<file path="src/rtl/tcm_pkg.sv">
// Shared widths and constants for the touch calibration mapper.
package tcm_pkg;

  localparam int RAW_W  = 12;
  localparam int SIZE_W = 11;
  localparam int PIX_W  = 12;
  localparam int NUM_W  = 23;
  localparam int DEN_W  = 12;
  localparam int CNT_W  = $clog2(NUM_W + 1);

  localparam logic [2:0] PHASE_MAP = 3'd4;

  localparam logic signed [PIX_W-1:0] PIX_MAX = 12'sh7FF;
  localparam logic signed [PIX_W-1:0] PIX_MIN = 12'sh800;

endpackage

</file>
<file path="src/rtl/tcm_divider.sv">
// Bit-serial restoring unsigned divider, one quotient bit per cycle.
module tcm_divider import tcm_pkg::*; (
  input  logic             clk,
  input  logic             rst,
  input  logic             start,
  input  logic [NUM_W-1:0] dividend,
  input  logic [DEN_W-1:0] divisor,
  output logic [NUM_W-1:0] quotient,
  output logic             done
);

  logic [CNT_W-1:0] cnt;
  logic [DEN_W-1:0] rem;
  logic [NUM_W-1:0] quo;
  logic [DEN_W:0]   shifted;
  logic [DEN_W+1:0] diff;
  logic             fits;

  assign shifted  = {rem, quo[NUM_W-1]};
  assign diff     = {1'b0, shifted} - {2'b00, divisor};
  assign fits     = ~diff[DEN_W+1];
  assign quotient = quo;

  always_ff @(posedge clk) begin
    if (rst) begin
      cnt  <= '0;
      done <= 1'b0;
    end else begin
      done <= 1'b0;
      if (start) begin
        rem <= '0;
        quo <= dividend;
        cnt <= CNT_W'(NUM_W);
      end else if (cnt != '0) begin
        cnt  <= cnt - 1'b1;
        quo  <= {quo[NUM_W-2:0], fits};
        rem  <= fits ? diff[DEN_W-1:0] : shifted[DEN_W-1:0];
        done <= (cnt == CNT_W'(1));
      end
    end
  end

endmodule

</file>
<file path="src/rtl/touch_calibration_mapper.sv">
// Four-touch calibration and raw-to-screen coordinate mapper, top level.
//
//   channel  | handshake           | payload
//   ---------+---------------------+------------------------------------------
//   input    | in_valid, in_ready  | raw_x, raw_y
//   output   | out_valid, out_ready| stage, screen_x, screen_y, bad_span, clipped
//
// Calibration transactions go from idle straight to the done state. Mapped
// transactions run per axis a multiply step, a divider load, the divider
// iterations and a writeback; an axis with zero span skips the divide.
// The serial divider is shared by both axes; in_ready is high only when idle.
// Reset clears phase, bounds and handshake state. A held result stalls the
// final writeback until out_ready.
module touch_calibration_mapper import tcm_pkg::*; #(
  parameter int SCREEN_WIDTH  = 320,
  parameter int SCREEN_HEIGHT = 240,
  parameter int RAW_BITS      = 12
) (
  input  logic                    clk,
  input  logic                    rst,
  input  logic                    in_valid,
  output logic                    in_ready,
  input  logic [RAW_W-1:0]        raw_x,
  input  logic [RAW_W-1:0]        raw_y,
  output logic                    out_valid,
  input  logic                    out_ready,
  output logic [2:0]              stage,
  output logic signed [PIX_W-1:0] screen_x,
  output logic signed [PIX_W-1:0] screen_y,
  output logic                    bad_span,
  output logic                    clipped
);

  localparam int MASK_BITS = (RAW_BITS < RAW_W) ? RAW_BITS : RAW_W;
  localparam logic [RAW_W-1:0] RAW_MASK = RAW_W'((64'd1 << MASK_BITS) - 64'd1);
  localparam logic [SIZE_W-1:0] SIZE_X = SIZE_W'(SCREEN_WIDTH);
  localparam logic [SIZE_W-1:0] SIZE_Y = SIZE_W'(SCREEN_HEIGHT);
  localparam logic [NUM_W-1:0]  POS_LIM = NUM_W'(2047);
  localparam logic [NUM_W-1:0]  NEG_LIM = NUM_W'(2048);

  typedef enum logic [2:0] {S_IDLE, S_MUL, S_START, S_DIV, S_DONE} state_t;

  state_t state;
  logic [2:0]       cal_phase;
  logic [RAW_W-1:0] x_low, x_high, y_low, y_high;
  logic [RAW_W-1:0] rx, ry;
  logic             axis;
  logic signed [PIX_W-1:0] sx, sy;
  logic             zflag, sflag;
  logic [NUM_W-1:0] num_r;
  logic [DEN_W-1:0] den_r;
  logic             neg_r;

  logic [RAW_W-1:0]   raw_sel, lo_sel, hi_sel;
  logic [SIZE_W-1:0]  size_sel;
  logic signed [RAW_W:0] diff, span;
  logic signed [24:0] prod;
  logic [NUM_W-1:0]   num_mag;
  logic [DEN_W-1:0]   span_mag;
  logic               div_start, div_done;
  logic [NUM_W-1:0]   div_quo;
  logic               clip;
  logic signed [PIX_W-1:0] pix;

  assign in_ready  = (state == S_IDLE);
  assign div_start = (state == S_START);

  assign raw_sel  = axis ? ry : rx;
  assign lo_sel   = axis ? y_low : x_low;
  assign hi_sel   = axis ? y_high : x_high;
  assign size_sel = axis ? SIZE_Y : SIZE_X;
  assign diff     = $signed({1'b0, raw_sel}) - $signed({1'b0, lo_sel});
  assign span     = $signed({1'b0, hi_sel}) - $signed({1'b0, lo_sel});
  assign prod     = 25'(diff) * 25'($signed({1'b0, size_sel}));
  assign num_mag  = prod[24] ? NUM_W'(-prod) : prod[NUM_W-1:0];
  assign span_mag = span[RAW_W] ? DEN_W'(-span) : span[DEN_W-1:0];

  always_comb begin
    if (neg_r) begin
      clip = (div_quo > NEG_LIM);
      pix  = clip ? PIX_MIN : PIX_W'(NUM_W'(0) - div_quo);
    end else begin
      clip = (div_quo > POS_LIM);
      pix  = clip ? PIX_MAX : div_quo[PIX_W-1:0];
    end
  end

  tcm_divider u_div (
    .clk      (clk),
    .rst      (rst),
    .start    (div_start),
    .dividend (num_r),
    .divisor  (den_r),
    .quotient (div_quo),
    .done     (div_done)
  );

  always_ff @(posedge clk) begin
    if (rst) begin
      state     <= S_IDLE;
      cal_phase <= '0;
      x_low     <= '0;
      x_high    <= '0;
      y_low     <= '0;
      y_high    <= '0;
      out_valid <= 1'b0;
    end else begin
      if (out_valid && out_ready && state != S_DONE) out_valid <= 1'b0;
      unique case (state)
        S_IDLE: begin
          if (in_valid) begin
            rx    <= raw_x & RAW_MASK;
            ry    <= raw_y & RAW_MASK;
            axis  <= 1'b0;
            sx    <= '0;
            sy    <= '0;
            zflag <= 1'b0;
            sflag <= 1'b0;
            state <= (cal_phase == PHASE_MAP) ? S_MUL : S_DONE;
          end
        end
        S_MUL: begin
          if (span == '0) begin
            zflag <= 1'b1;
            axis  <= 1'b1;
            state <= axis ? S_DONE : S_MUL;
          end else begin
            num_r <= num_mag;
            den_r <= span_mag;
            neg_r <= prod[24] ^ span[RAW_W];
            state <= S_START;
          end
        end
        S_START: begin
          state <= S_DIV;
        end
        S_DIV: begin
          if (div_done) begin
            if (axis) sy <= pix;
            else sx <= pix;
            sflag <= sflag | clip;
            axis  <= 1'b1;
            state <= axis ? S_DONE : S_MUL;
          end
        end
        S_DONE: begin
          if (!out_valid || out_ready) begin
            out_valid <= 1'b1;
            stage     <= cal_phase;
            screen_x  <= sx;
            screen_y  <= sy;
            bad_span  <= zflag;
            clipped   <= sflag;
            case (cal_phase)
              3'd0: begin
                x_low <= rx;
                y_low <= ry;
              end
              3'd1: begin
                x_high <= rx;
                y_high <= ry;
              end
              3'd2: begin
                x_low  <= RAW_W'(({1'b0, x_low} + {1'b0, rx}) >> 1);
                y_high <= RAW_W'(({1'b0, y_high} + {1'b0, ry}) >> 1);
              end
              3'd3: begin
                x_high <= RAW_W'(({1'b0, x_high} + {1'b0, rx}) >> 1);
                y_low  <= RAW_W'(({1'b0, y_low} + {1'b0, ry}) >> 1);
              end
              default: ;
            endcase
            if (cal_phase != PHASE_MAP) cal_phase <= cal_phase + 1'b1;
            state <= S_IDLE;
          end
        end
        default: state <= S_IDLE;
      endcase
    end
  end

  a_busy_after_accept: assert property (@(posedge clk) disable iff (rst)
    (in_valid && in_ready) |=> !in_ready)
    else $error("ready stayed high after an input transaction");

  a_phase_sticks: assert property (@(posedge clk) disable iff (rst)
    (cal_phase == PHASE_MAP) |=> (cal_phase == PHASE_MAP))
    else $error("calibration phase left mapping mode");

  a_cal_result_zero: assert property (@(posedge clk) disable iff (rst)
    (out_valid && stage != PHASE_MAP) |->
      (screen_x == '0 && screen_y == '0 && !bad_span && !clipped))
    else $error("calibration result carries nonzero mapping fields");

  a_div_done_in_div: assert property (@(posedge clk) disable iff (rst)
    div_done |-> (state == S_DIV))
    else $error("divider finished outside the divide state");

endmodule
</file>
<file path="config.mk">
export PLATFORM = sky130hd
export DESIGN_NAME = touch_calibration_mapper
export DESIGN_NICKNAME = d
export VERILOG_FILES = /design/src/rtl/tcm_pkg.sv /design/src/rtl/tcm_divider.sv /design/src/rtl/touch_calibration_mapper.sv
export SDC_FILE = /design/constraint.sdc
export NUM_CORES = 1
export LEC_CHECK = 0
export BUFFER_PORTS_ARGS = -buffer_cell sky130_fd_sc_hd__clkbuf_2
export CORE_MARGIN = 1.5
export CORE_UTILIZATION = 63
export CTS_BUF_LIST = sky130_fd_sc_hd__clkbuf_8 sky130_fd_sc_hd__clkbuf_16
export DETAILED_ROUTE_END_ITERATION = 16
export GPL_TIMING_DRIVEN = 0
export PLACE_DENSITY = 0.9
export SYNTH_ARGS = -nofsm -noshare
export SYNTH_HDL_FRONTEND = slang
export SYNTH_HIERARCHICAL = 1
export SYNTH_SLANG_ARGS = --single-unit
</file>
<file path="constraint.sdc">
create_clock -name clk -period 9.9 [get_ports clk]
set_clock_uncertainty 0.15 [all_clocks]
set_input_delay 0 -clock clk [delete_from_list [all_inputs] [get_ports clk]]
set_output_delay 0 -clock clk [all_outputs]
set_load 0.01 [all_outputs]
</file>
# Word level (Yosys, flattened, before mapping)
# Index checks and enable logic that the tools add are counted.
# word_totals
in_bits,28
reg_bits,212
# op_classes
muxes,44
order_cmp,2
eq_ne,17
n_reduce_logical,33
bitwise_logic,6
n_addsub,12
mul,1
# op_table
cell,count
$mux W12,14
$pmux W12 S2,6
$mux W23,3
$add A12 B12 Y13,4
$reduce_and A3 Y1,9
$sub A12 B12 Y13,2
$gt A23 B11 Y1 const B,1
$gt A23 B12 Y1 const B,1
$mul A13 B10 Y23,1
$neg A23 Y23,1
$mux W3,6
$pmux W3 S5,1
$reduce_and A5 Y1,3
$reduce_bool A2 Y1,7
$sub A13 B12 Y14,1
$logic_not A13 Y1,1
$eq A3 B2 Y1 const B,4
$neg A12 Y12,1
$sub A1 B12 Y12 const A,1
$mux W5,2
$ne A2 B2 Y1 const B,5
$mux W9,1
$mux W1,8
$reduce_and A4 Y1,2
21 further kinds,30

# Longest topological paths before layout
# logic_depth
word_depth,6
depth_mapped,32

# Modules after synthesis
# The synthesis kept the hierarchy.
# by_module_without_submodules
module,cells_per_inst,seq_area_each_um2,area_per_inst_um2,instances
touch_calibration_mapper,1305,4464.3,12394.4,1
tcm_divider,211,1171.1,2376.0,1

# Least setup slack after synthesis
# No wires, ideal clock.
# synth_timing
path_type,reg-to-reg
from,register axis
to,register num_r[21] (data pin)
path_buffers,2
stages_incl_launch_ff,30
arrival_time_ps,7518
synth_period_minus_slack_ps,7931
setup_slack_ps,1969
cell_sequence,edfxtp_1 > clkbuf_1 > clkbuf_1 > mux2i_1 > ha_1 > nor2b_1 > o21ai_0 > a21boi_0 > o41ai_1 > o211ai_1 > or2_2 > xnor2_1 > or2_2 > fa_1 > inv_1 > ha_1 > inv_1 > fa_1 > inv_1 > ha_1 > ha_1 > ha_1 > a21o_1 > nand2_1 > or4b_1 > nand2_1 > xnor2_1 > or4_1 > o41a_1 > xor2_1
# synth_between
elab_chain_len,5
elab_cells_between_ends,7
cone_classes,add/sub (2); mul (1); mux (4)
# synth_rtl
item,line,source
start: declaration,touch_calibration_mapper.sv:47,logic axis;
start signal: assignment,touch_calibration_mapper.sv:114,axis <= 1'b0;
start signal: assignment,touch_calibration_mapper.sv:125,axis <= 1'b1;
start signal: assignment,touch_calibration_mapper.sv:142,axis <= 1'b1;
"$mux W12, on equally long branches","touch_calibration_mapper.sv:68, touch_calibration_mapper.sv:69",
$sub A12 B12 Y13,touch_calibration_mapper.sv:72,"assign diff = $signed({1'b0, raw_sel}) - $signed({1'b0, lo_sel});"
$mul A13 B10 Y23 *,touch_calibration_mapper.sv:74,"assign prod = 25'(diff) * 25'($signed({1'b0, size_sel}));"
$neg A23 Y23,touch_calibration_mapper.sv:75,assign num_mag = prod[24] ? NUM_W'(-prod) : prod[NUM_W-1:0];
$mux W23 *,touch_calibration_mapper.sv:75,
via num_mag[21],touch_calibration_mapper.sv:58,logic [NUM_W-1:0] num_mag;
end signal: assignment,touch_calibration_mapper.sv:128,num_r <= num_mag;
end: declaration,touch_calibration_mapper.sv:50,logic [NUM_W-1:0] num_r;
# Mark *: on every way through the listed nets, which the timed path passes. The rest lies on a longest branch.
# A chain may end at the register's enable or synchronous reset.

# Worst setup path in the final report
# layout_timing
from,register axis
to,register num_r[19] (data pin)
# Same word-level chain as after synthesis.

==> key figures <==
Die
  – Core footprint: 22,850 sq um
  – Die span in y: 156.1 um
  – Starting density of the core: 0.6465
  – Die Width: roughly 160 um
  – Io pins: about 60
  – Num rows: 55
  – DIE AREA: 24,370 sq um

Worst setup path
  – Critical-path maximum fanout: 10
  – Critical Path Max Stage Delay: roughly 640 ps
  – CP max stage cell: fa_1
  – Worst path required time: about 10,000 ps
  – R2R Path Start: axis$_DFFE_PP_
  – Critical path type: flop to flop
  – Reg-to-reg slack, setup: 680 ps
  – R2r worst-path depth: 32
  – Critical Path Stages: 32
  – CP dominant cell by count: ha_1
  – CP Buf/Inv Count: 6
  – Worst Setup End Kind: flop
  – Reg2reg end: num_r[19]$_DFFE_PP_
  – CP startpoint: axis$_DFFE_PP_
  – Startpoint Class: flop
  – Worst Path Arrival: a little over 9000 ps
  – Family with the most delay on the worst path: adder cells

Power
  – Int Pwr: around 2900 uW
  – Net Sw Power: 2131 uW
  – Logic pwr share: 0.567
  – Flop pwr share: 0.253
  – Switching share of power: 0.4210
  – PD cells: 305.0 nW/um^2
  – Leakage: between 0.006 and 0.007 uW
  – Clock Power Share: 0.180
  – VDD IR max: 0.2721 mV
  – Power Total: approximately 5000 uW

Yosys
  – #FFs+latches synth: 208
  – Async SR Flop Fraction: 0
  – Synth cell types: between 70 and 80
  – Mean Syn Cell Area: 9.743 sq um
  – Top FF cell, synth: edfxtp_1
  – Register area share after synthesis: 0.3815
  – Synth Warn #: 6
  – Number of flops mapped to enable cells by yosys: 147
  – Synth Instances: 1,516
  – Syn Std Cell Area: 14,770 sq um

Clock tree
  – Clk slew on worst S/H paths: 70 ps
  – CTS root buffer: clkbuf_16
  – Clock sink count: 208
  – Cts bufs inserted: 23
  – Worst-Skew Late Latency: about 550 ps
  – CTS tree: done
  – CTS Buffer Depth: 3
  – Setup bufs post-CTS: 0
  – Clock H-tree levels: 1

Drt
  – Avg WL per Cell: 18.66 um
  – Via Count: 12,220
  – Final WL: 36,600 um
  – Router iterations before antenna repair: 8
  – DR vias/cell: 6.233
  – Drt initial violations: 1,092
  – Residual DRC: 0
  – Final ANT Viol Nets: 0

Status
  – Status: completed

Worst hold path
  – Hold path start: raw_y[7]
  – Hold Crit Depth: 2
  – Hold Path Class: primary input to flop
  – End of the worst hold path: ry[7]$_DFFE_PP_

Finish
  – Most frequent cells in the layout: ha_1 (148), edfxtp_1 (147), inv_1 (128)
  – Non-filler instance count after layout: 1,961
  – Commonest non-fill, non-tap cell in the layout: ha_1
  – Final nets: between 1,500 and 2,000
  – ANT cells: 0
  – Layout cells sized above 1: 0.1135
  – Fillcell total: 1,571
  – Number of flip-flops in the largest register: 23
  – Area growth from synthesis to layout: 12.34%

Timing
  – Setup violators final: 0
  – Final Slew Violations: 0
  – Final Critical Period: between 9000 and 10,000 ps
  – Slew @ Worst Pin: 1325 ps
  – FMAX: 0.1085 GHz
  – RSZ-0062 raised after global routing: no
  – Part of the cycle the worst path needs: 0.9309
  – Setup TNS: 0 ps
  – Fin. Hold Viols: 0
  – Headroom to the max-slew limit: 0.1085

Place
  – I/O Buffers: 58
  – Placed Cells incl. Taps: 1,892
  – Final HPWL DP: 26,790 um
  – Routability Congestion: 0.9244

Global routing
  – Largest net degree at the start of global routing: 36
  – Number of global-route vias before repair: 11,870
  – Met3 track demand over resource: 0.04222
  – Most crowded layer after global routing: met2
  – First-pass GRT wire length: 58,220 um
  – Overall global routing resource usage: 0.3002
  – Met2 GRT Util: 0.5266
  – Antenna violations before repair: 0
  – Met1 Use GR: 0.3660
  – Total gr overflow: 0

Run
  – Total of max-cap violations: 0
worst max path at each step:
stage / endpoint / slack [ps]
global route: num_r[19]$_DFFE_PP_ / 140
CTS: num_r[11]$_DFFE_PP_ / 620
global placement: num_r[14]$_DFFE_PP_ / 900
floorplan: num_r[21]$_DFFE_PP_ / 1970
finish: num_r[19]$_DFFE_PP_ / 680
detailed placement: num_r[18]$_DFFE_PP_ / 700
cell families (layout without fill, tap and decap cells):
kind of cell | after synthesis | after routing | synth area share
DFF | 208 | 208 | 0.3815
xor gates and xnor gates | 84 | 84 | 0.04981
muxes | 81 | 81 | 0.05896
adders and majority gates | 180 | 180 | 0.1687
and+or+nand+nor | 424 | 424 | 0.1384
AOI/OAI and AO/OA | 364 | 364 | 0.1574
buffers and inverters | 173 | 302 | 0.04464
other | 2 | 5 | 0.0005084
layout make-up:
cell class                      count  area [sq um]  share of cell area
Clock buffer                       23         575.6             0.03469
Tap cell                          313         391.6             0.02360
Timing Repair Buffer               87         591.8             0.03567
Inverter                          126         473.0             0.02850
Buffer                             47         187.7             0.01131
Sequential cell                   208          5635              0.3396
Multi-Input combinational cell   1138          8512              0.5130
Clock inverter                     19         226.5             0.01365
worst register-to-register path, delay by kind of cell, from the launching register on:
kind	cells	cell delay, ps
AO/OA/AOI/OAI	12	2580
buffers and inverters	6	1170
flip-flops	1	430
multiplexers	1	330
adder cells (fa/ha/maj)	8	2920
AND/OR/NAND/NOR	3	590
XOR/XNOR	2	760
synth_stat cells, types with 7 or more instances:
master	count	area, sq um
nor2_1	126	473.0
nor3_1	46	230.2
a31oi_1	10	62.56
and2_1	9	56.30
or2_2	16	100.1
clkbuf_1	43	161.4
nand2b_1	16	100.1
fa_1	32	640.6
nand2_1	103	386.6
a211oi_1	35	262.8
a311oi_1	11	96.34
mux2i_1	33	330.3
xor2_1	23	201.4
o211ai_1	10	75.07
a21oi_1	96	480.5
inv_1	126	473.0
mux2_2	48	540.5
nand3_1	26	130.1
o21a_1	17	127.6
or3_1	19	118.9
nor2b_1	19	118.9
dfxtp_1	61	1221
o21ai_0	102	510.5
xnor2_1	61	534.3
edfxtp_1	147	4414
ha_1	148	1852
and3_1	7	43.79
a21o_1	16	120.1
layer usage:
metal	share of wire	routed length [um]	up-vias
met5	0	0	-
met4	0.044	1620	0
met3	0.078	2870	134
met2	0.49	17870	619
met1	0.39	14230	5760
li1	-	-	5710
power by group through the flow:
| stage | sequential [uW] | combinational [uW] | clock (uW) |
|---|---|---|---|
| 6_report | 1280 | 2870 | 913 |
| 5_1_grt | 1290 | 3190 | 948 |
| 4_1_cts | 1280 | 2840 | 913 |
| 3_5_place_dp | 1290 | 2800 | 0 |
| 3_3_place_gp | 1290 | 2660 | 0 |
| 2_1_floorplan | 1260 | 2200 | 0 |
repair_timing:
item / CTS / global route
endpoints found under the setup margin: 0 / 4
hold endpoints to repair: 72 / 0
gates resized for setup: 0 / 3
hold buffers: 27 / 0
stage by stage:
stage                       util  area [sq um]  setup slack [ps]  hold WS [ps]
after floorplan                -         14780              1969        -80.93
after global placement    0.6768         15460             895.6         27.14
after detailed placement  0.6786         15500             698.7         28.61
after CTS                 0.7256         16580             622.6         13.30
after global routing      0.7263         16590             141.5         12.54
final                     0.7263         16590             683.9         12.22
No activity file was read; power rests on OpenSTA's default activity.
